File: src/hdl/tkpm_pkg.sv
// Shared types, constants and packing helpers for the top-k peak list merge block.
package tkpm_pkg;

   localparam int TOP_COUNT = 5;
   localparam int VALUE_W   = 32;
   localparam int BIN_W     = 10;
   localparam int IDX_W     = $clog2(TOP_COUNT + 1);

   typedef struct packed {
      logic [VALUE_W-1:0] value;
      logic [BIN_W-1:0]   bin;
   } entry_type;

   typedef entry_type [TOP_COUNT-1:0] list_type;

   typedef struct packed {
      logic               axis;
      logic [VALUE_W-1:0] peak0_value;
      logic [VALUE_W-1:0] peak1_value;
      logic [VALUE_W-1:0] peak2_value;
      logic [VALUE_W-1:0] peak3_value;
      logic [VALUE_W-1:0] peak4_value;
      logic [BIN_W-1:0]   peak0_bin;
      logic [BIN_W-1:0]   peak1_bin;
      logic [BIN_W-1:0]   peak2_bin;
      logic [BIN_W-1:0]   peak3_bin;
      logic [BIN_W-1:0]   peak4_bin;
   } req_payload_type;

   typedef struct packed {
      logic [VALUE_W-1:0] top0_value;
      logic [VALUE_W-1:0] top1_value;
      logic [VALUE_W-1:0] top2_value;
      logic [VALUE_W-1:0] top3_value;
      logic [VALUE_W-1:0] top4_value;
      logic [BIN_W-1:0]   top0_bin;
      logic [BIN_W-1:0]   top1_bin;
      logic [BIN_W-1:0]   top2_bin;
      logic [BIN_W-1:0]   top3_bin;
      logic [BIN_W-1:0]   top4_bin;
   } rsp_payload_type;

   // Command to the shared compare-and-insert unit.
   typedef struct packed {
      logic [VALUE_W-1:0] opa;
      logic [VALUE_W-1:0] opb;
      logic [IDX_W-1:0]   pos;
      entry_type          entry;
   } cmp_cmd_type;

   function automatic list_type unpack_req(input req_payload_type r);
      list_type l;
      l[0] = '{value: r.peak0_value, bin: r.peak0_bin};
      l[1] = '{value: r.peak1_value, bin: r.peak1_bin};
      l[2] = '{value: r.peak2_value, bin: r.peak2_bin};
      l[3] = '{value: r.peak3_value, bin: r.peak3_bin};
      l[4] = '{value: r.peak4_value, bin: r.peak4_bin};
      return l;
   endfunction

   function automatic rsp_payload_type pack_rsp(input list_type l);
      rsp_payload_type p;
      p.top0_value = l[0].value;
      p.top1_value = l[1].value;
      p.top2_value = l[2].value;
      p.top3_value = l[3].value;
      p.top4_value = l[4].value;
      p.top0_bin   = l[0].bin;
      p.top1_bin   = l[1].bin;
      p.top2_bin   = l[2].bin;
      p.top3_bin   = l[3].bin;
      p.top4_bin   = l[4].bin;
      return p;
   endfunction

endpackage

File: src/hdl/tkpm_cmp_unit.sv
// Shared unsigned compare and list insert unit used by every merge step.
module tkpm_cmp_unit
   import tkpm_pkg::*;
(
   input  cmp_cmd_type cmd,
   input  list_type    list_i,
   output logic        gt,
   output list_type    list_o
);

   assign gt = (cmd.opa > cmd.opb);

   // Place the entry at pos, shift the tail down, drop the last one.
   always_comb begin
      for (int k = 0; k < TOP_COUNT; k++) begin
         if (IDX_W'(k) < cmd.pos) begin
            list_o[k] = list_i[k];
         end else if (IDX_W'(k) == cmd.pos) begin
            list_o[k] = cmd.entry;
         end else begin
            list_o[k] = list_i[(k > 0) ? k - 1 : 0];
         end
      end
   end

endmodule

File: src/hdl/top_k_peak_list_merge_top.sv
// Top level of the top-k peak list merge block: sequencer, list store, result register.
// Steps: replace = top check, writeback; unchanged = both checks, writeback; merge = both
//   checks, one compare per stored position, writeback; bad axis = writeback only.
// Flow: no new item is taken until the last is written back (single shared comparator);
//   req_stall is high while an item is at work and writeback waits on a stall.
// Reset: synchronous, active high; clears every stored list and empties the result register.
module top_k_peak_list_merge_top
   import tkpm_pkg::*;
#(
   parameter int AXIS_COUNT = 2
)
(
   input  logic            clock,
   input  logic            reset,
   input  logic            req_valid,
   output logic            req_stall,
   input  req_payload_type req_data,
   output logic            rsp_valid,
   input  logic            rsp_stall,
   output rsp_payload_type rsp_data
);

   localparam int AXIS_W = (AXIS_COUNT > 1) ? $clog2(AXIS_COUNT) : 1;

   localparam logic [2:0] S_IDLE    = 3'd0;
   localparam logic [2:0] S_CHK_TOP = 3'd1;
   localparam logic [2:0] S_CHK_LOW = 3'd2;
   localparam logic [2:0] S_MERGE   = 3'd3;
   localparam logic [2:0] S_WRITE   = 3'd4;

   localparam logic [IDX_W-1:0] LAST_POS = IDX_W'(TOP_COUNT);

   // Stored lists, one per axis.
   list_type              store_ff [AXIS_COUNT];

   logic [2:0]            state_ff, state_in;
   list_type              work_ff, work_in;      // list being merged
   list_type              new_ff;                // incoming peaks
   logic [AXIS_W-1:0]     axis_ff;
   logic                  axis_ok_ff;
   logic [IDX_W-1:0]      i_ff, i_in;            // next new peak to place
   logic [IDX_W-1:0]      j_ff, j_in;            // next stored position to try
   logic                  rsp_valid_ff;
   rsp_payload_type       rsp_data_ff;

   cmp_cmd_type           cmd;
   logic                  gt;
   list_type              ins_list;

   logic                  req_xfer;
   logic                  rsp_free;
   logic                  req_axis_ok;
   logic [IDX_W-1:0]      i_step, j_step;

   assign req_stall   = (state_ff != S_IDLE);
   assign req_xfer    = req_valid && !req_stall;
   assign rsp_free    = !rsp_valid_ff || !rsp_stall;
   assign rsp_valid   = rsp_valid_ff;
   assign rsp_data    = rsp_data_ff;
   assign req_axis_ok = (32'(req_data.axis) < AXIS_COUNT);

   tkpm_cmp_unit u_cmp (
      .cmd    (cmd),
      .list_i (work_ff),
      .gt     (gt),
      .list_o (ins_list)
   );

   assign i_step = IDX_W'(i_ff + IDX_W'(1));
   assign j_step = IDX_W'(j_ff + IDX_W'(1));

   // Route operands to the shared comparator by state and step the sequencer.
   always_comb begin
      state_in       = state_ff;
      work_in        = work_ff;
      i_in           = i_ff;
      j_in           = j_ff;
      cmd.opa        = new_ff[0].value;
      cmd.opb        = work_ff[TOP_COUNT-1].value;
      cmd.pos        = j_ff;
      cmd.entry      = new_ff[0];
      unique case (state_ff)
         S_IDLE: begin
            if (req_xfer) begin
               // Load the stored list of the addressed axis.
               work_in  = store_ff[AXIS_W'(req_data.axis)];
               state_in = req_axis_ok ? S_CHK_TOP : S_WRITE;
            end
         end
         S_CHK_TOP: begin
            // Stored top not above the new lowest: replace whole.
            cmd.opa = work_ff[0].value;
            cmd.opb = new_ff[TOP_COUNT-1].value;
            if (gt) begin
               state_in = S_CHK_LOW;
            end else begin
               work_in  = new_ff;
               state_in = S_WRITE;
            end
         end
         S_CHK_LOW: begin
            // Merge only when the new top beats the stored lowest.
            cmd.opa = new_ff[0].value;
            cmd.opb = work_ff[TOP_COUNT-1].value;
            i_in    = '0;
            j_in    = '0;
            state_in = gt ? S_MERGE : S_WRITE;
         end
         S_MERGE: begin
            cmd.opa   = new_ff[i_ff].value;
            cmd.opb   = work_ff[j_ff].value;
            cmd.entry = new_ff[i_ff];
            j_in      = j_step;
            if (gt) begin
               work_in = ins_list;
               i_in    = i_step;
            end
            // Stop when the stored positions or the new peaks run out.
            if ((j_step == LAST_POS) || (gt && (i_step == LAST_POS))) begin
               state_in = S_WRITE;
            end
         end
         S_WRITE: begin
            if (rsp_free) begin
               state_in = S_IDLE;
            end
         end
         default: begin
            state_in = S_IDLE;
         end
      endcase
   end

   always_ff @(posedge clock) begin
      if (reset) begin
         state_ff     <= S_IDLE;
         rsp_valid_ff <= 1'b0;
         i_ff         <= '0;
         j_ff         <= '0;
         for (int a = 0; a < AXIS_COUNT; a++) begin
            store_ff[a] <= '0;
         end
      end else begin
         state_ff <= state_in;
         i_ff     <= i_in;
         j_ff     <= j_in;
         // Drop the result once taken; a new one replaces it at writeback.
         if (rsp_valid_ff && !rsp_stall) begin
            rsp_valid_ff <= 1'b0;
         end
         if ((state_ff == S_WRITE) && rsp_free) begin
            rsp_valid_ff <= 1'b1;
            if (axis_ok_ff) begin
               store_ff[axis_ff] <= work_ff;
            end
         end
      end
   end

   // Payload registers: no reset needed.
   always_ff @(posedge clock) begin
      work_ff <= work_in;
      if (req_xfer) begin
         new_ff     <= unpack_req(req_data);
         axis_ff    <= AXIS_W'(req_data.axis);
         axis_ok_ff <= req_axis_ok;
      end
      if ((state_ff == S_WRITE) && rsp_free) begin
         rsp_data_ff <= axis_ok_ff ? pack_rsp(work_ff) : '0;
      end
   end

endmodule

File: config.mk
export PLATFORM = sky130hd
export DESIGN_NAME = top_k_peak_list_merge_top
export DESIGN_NICKNAME = d
export VERILOG_FILES = /design/src/hdl/tkpm_pkg.sv /design/src/hdl/tkpm_cmp_unit.sv /design/src/hdl/top_k_peak_list_merge_top.sv
export SDC_FILE = /design/constraint.sdc
export NUM_CORES = 1
export LEC_CHECK = 0
export ABC_AREA = 1
export BUFFER_PORTS_ARGS = -buffer_cell sky130_fd_sc_hd__buf_4
export CAP_MARGIN = 20
export CORE_MARGIN = 3
export CORE_UTILIZATION = 45
export DETAILED_ROUTE_END_ITERATION = 12
export PLACE_DENSITY_LB_ADDON = 0.1
export SKIP_LAST_GASP = 1
export SYNTH_ARGS = -nofsm -noshare
export SYNTH_HDL_FRONTEND = slang
export SYNTH_SLANG_ARGS = --single-unit
File: constraint.sdc
create_clock -name clock -period 25.5 [get_ports clock]
set_input_delay 2.55 -clock clock [delete_from_list [all_inputs] [get_ports clock]]
set_output_delay 2.55 -clock clock [all_outputs]
set_load 0.01 [all_outputs]
==> run_results.csv <==
group,metric,value,unit
yosys,yosysSeqAreaShare,68.7,%
power_and_ir_drop,p_leak,21.5,nW
route,wl,163000,um
floorplanning,die_area,107000,um^2
yosys,syn_area_per_cell,11.3,um^2
yosys,synth_top_area_share,68.3,%
yosys,yosysWarnings,0,
route,dr.pass1.iters,5,
cells_and_area,drive_gt1_share,15.2,%
sta,worst_slack,18.90,ns
route,num_vias,34100,
yosys,yosysTopAreaCell,"edfxtp_1",
clock_tree,cts_hold_buffers,0,
cells_and_area,syn2layout_area_growth,17.7,%
route,wl_met2,80600,um
yosys,synth.area.top_cells,"edfxtp_1 (68%), inv_1 (4.6%), nor2_1 (4.3%)",
cells_and_area,multi_input_area,11400,um^2
sta,max_slew.worst_pin.slew,1.22,ns
cells_and_area,fillers,8923,
min_path,worstHoldPathCells,0,
global_routing,grt_max_degree,194,
placement,dp_hpwl,110000,um
cells_and_area,final_common_cell,"edfxtp_1",
placement,pre_cts_ws,19.02,ns
global_routing,grt.total_usage,29.8,%
global_routing,grt_overflow,0,
run_status,outcome,"finished clean",
global_routing,grt_pass1_vias,33000,
min_path,hp-class,"reg2reg",
sta,relSlewSlack,19.0,%
clock_tree,cts_tree,"yes",
cells_and_area,layout_common_cells,"edfxtp_1 (1051), inv_1 (559), nor2_1 (529), nand2_1 (478), buf_4 (466)",
placement,gp_congestion,0.978,
sta,drv_slew,0,
run,drv_cap,0,
worst_setup_path,critPathRequiredTime,25.83,ns
clock_tree,cts.sinks,1061,
route,drt_iter0_drc,3819,
worst_setup_path,end_kind,"flip-flop",
worst_setup_path,timing_worst_setup_path_type,"reg2reg",
yosys,synthArstFlopShare,0,%
placement,dp_cells,5642,
worst_setup_path,reg2regPathDepth,19,
worst_setup_path,path_max_fanout,53,
placement,port_buffers,426,
sta,fin_crit_sh,25.9,%
yosys,synth_edf_count,1051,
yosys,synth_seq_cells,1061,
clock_tree,cts_made_buffers,111,
route,viasPerCell,5.83,
clock_tree,htreeDepth,3,
sta,post-route-min-period,6.60,ns
floorplanning,start_util,45.7,%
yosys,synth_cell_types,33,
floorplanning,boundaryPins,427,
worst_setup_path,start_kind,"flip-flop",
clock_tree,cts_setup_buffers,0,
floorplanning,die_w,326,um
power_and_ir_drop,vdd_drop_max,95.8,uV
sta,setup_viol,0,
global_routing,grt_pass1_wl,231000,um
yosys,synth_flop_cell,"edfxtp_1",
floorplanning,chipHeight,326,um
sta,grt_setup_unrepaired,"no",
floorplanning,core-area,101000,um^2
cells_and_area,fin_nets,4654,
power_and_ir_drop,power.density,121,nW/um^2
clock_tree,clk_latency,0.71,ns
placement,place_area,50500,um^2
route,wl_met3,11200,um
route,ant_nets,0,
sta,fmax,0.151,GHz
cells_and_area,final_cells,5853,
route,wl_per_cell,27.8,um
route,topRoutingLayerUsed,"met5",
floorplanning,rows,116,
yosys,synth_nets,4330,
clock_tree,clk_path_buf_depth,3,
cells_and_area,seq_area,31800,um^2
clock_tree,cts_resized,0,
clock_tree,cts.clk_slew.worst_paths,0.07,ns
clock_tree,cts-root-buf,"clkbuf_16",
yosys,syn_inst,4077,
sta,tns,0,ns
sta,finalHoldViolations,0,
route,drc_errors,0,
cells_and_area,finalInstanceArea,54400,um^2
yosys,netlist_area,46200,um^2
route,wl_met1,58800,um
sta,clock_skew,0.0382,ns
global_routing,grt_antenna_before_repair,6,
worst_setup_path,cp.arrival,6.94,ns
## per-layer routing
| metal | vias to the layer above | global-route usage [%] |
|---|---|---|
| met3 | 473 | 4.23 |
| met5 | - | 0 |
| met2 | 1784 | 51.0 |
| li1 | 15000 | - |
| met1 | 16800 | 35.5 |
| met4 | 2 | 18.6 |
## registers in the layout, summed over array words and instances (netlist names)
signal,count
store_ff,420
new_ff,210
rsp_data,210
work_ff,210
i_ff,3
j_ff,3
state_ff,3
axis_ff,1
rsp_valid,1
## worst max-delay path, cell delays in order, from the launching register on
cell      delay (ns)
dfxtp_1         0.34
clkinv_2        0.43
buf_4           0.69
nand3_2         0.51
buf_4           0.44
o21ai_0         0.50
nand2_1         0.15
o221ai_1        0.14
ha_1            0.19
nand2_1         0.05
nor2_1          0.15
nand2_1         0.10
nor2_1          0.32
nand4_1         0.19
nand2_1         0.19
inv_1           0.09
nand2_1         0.06
nand3_1         0.37
nor2_4          0.77
buf_4           0.47
## metrics by stage
step / utilization [%] / power, mW / hold slack (ns)
global placement: 50.0 / 4.89 / 0.434
floorplan: - / 3.97 / 0.426
CTS: 53.8 / 6.59 / 0.451
detailed placement: 50.0 / 4.89 / 0.438
global route: 53.8 / 6.84 / 0.460
finish: 53.8 / 6.59 / 0.452
## area by class of cell
type / count / share of cell area, %
antenna: 1 / 0.00460
clock buffer: 126 / 5.25
clock inverter: 81 / 1.68
inverter: 571 / 3.96
multi-input combinational: 2183 / 20.9
sequential: 1061 / 58.4
tap: 1357 / 3.12
timing repair buffer: 473 / 6.71
## synthesized netlist by cell type, drive strengths merged, types with 38 or more instances
library cell,number
o21ai,363
o221ai,175
buf,72
ha,38
edfxtp,1051
nand3,140
nand2,485
clkbuf,190
a21oi,232
inv,568
nor2,534
o211ai,151
## worst paths after layout
path	from	to	slack, ns
max	i_ff[1]	work_ff[195]	18.90
min	work_ff[97]	rsp_data[117]	0.45
max reg2reg	i_ff[1]	work_ff[195]	18.90
min reg2reg	work_ff[97]	rsp_data[117]	0.45
## where the power goes
| part | switching, mW | leakage [nW] | internal, mW |
|---|---|---|---|
| Sequential | 0.417 | 10.4 | 2.62 |
| Combinational | 1.36 | 9.22 | 0.503 |
| Clock | 0.691 | 1.85 | 1.00 |
| Total | 2.47 | 21.5 | 4.12 |
## cells by family after synthesis
kind of cell	Yosys count	synth area share [%]
AND/OR/NAND/NOR	1168	9.97
flip-flops	1061	68.7
AO/OA/AOI/OAI	975	13.3
buffers and inverters	833	6.94
adder cells (fa/ha/maj)	38	1.03
XOR/XNOR	2	0.0379
Note: power is estimated with default switching activity, not from simulation.
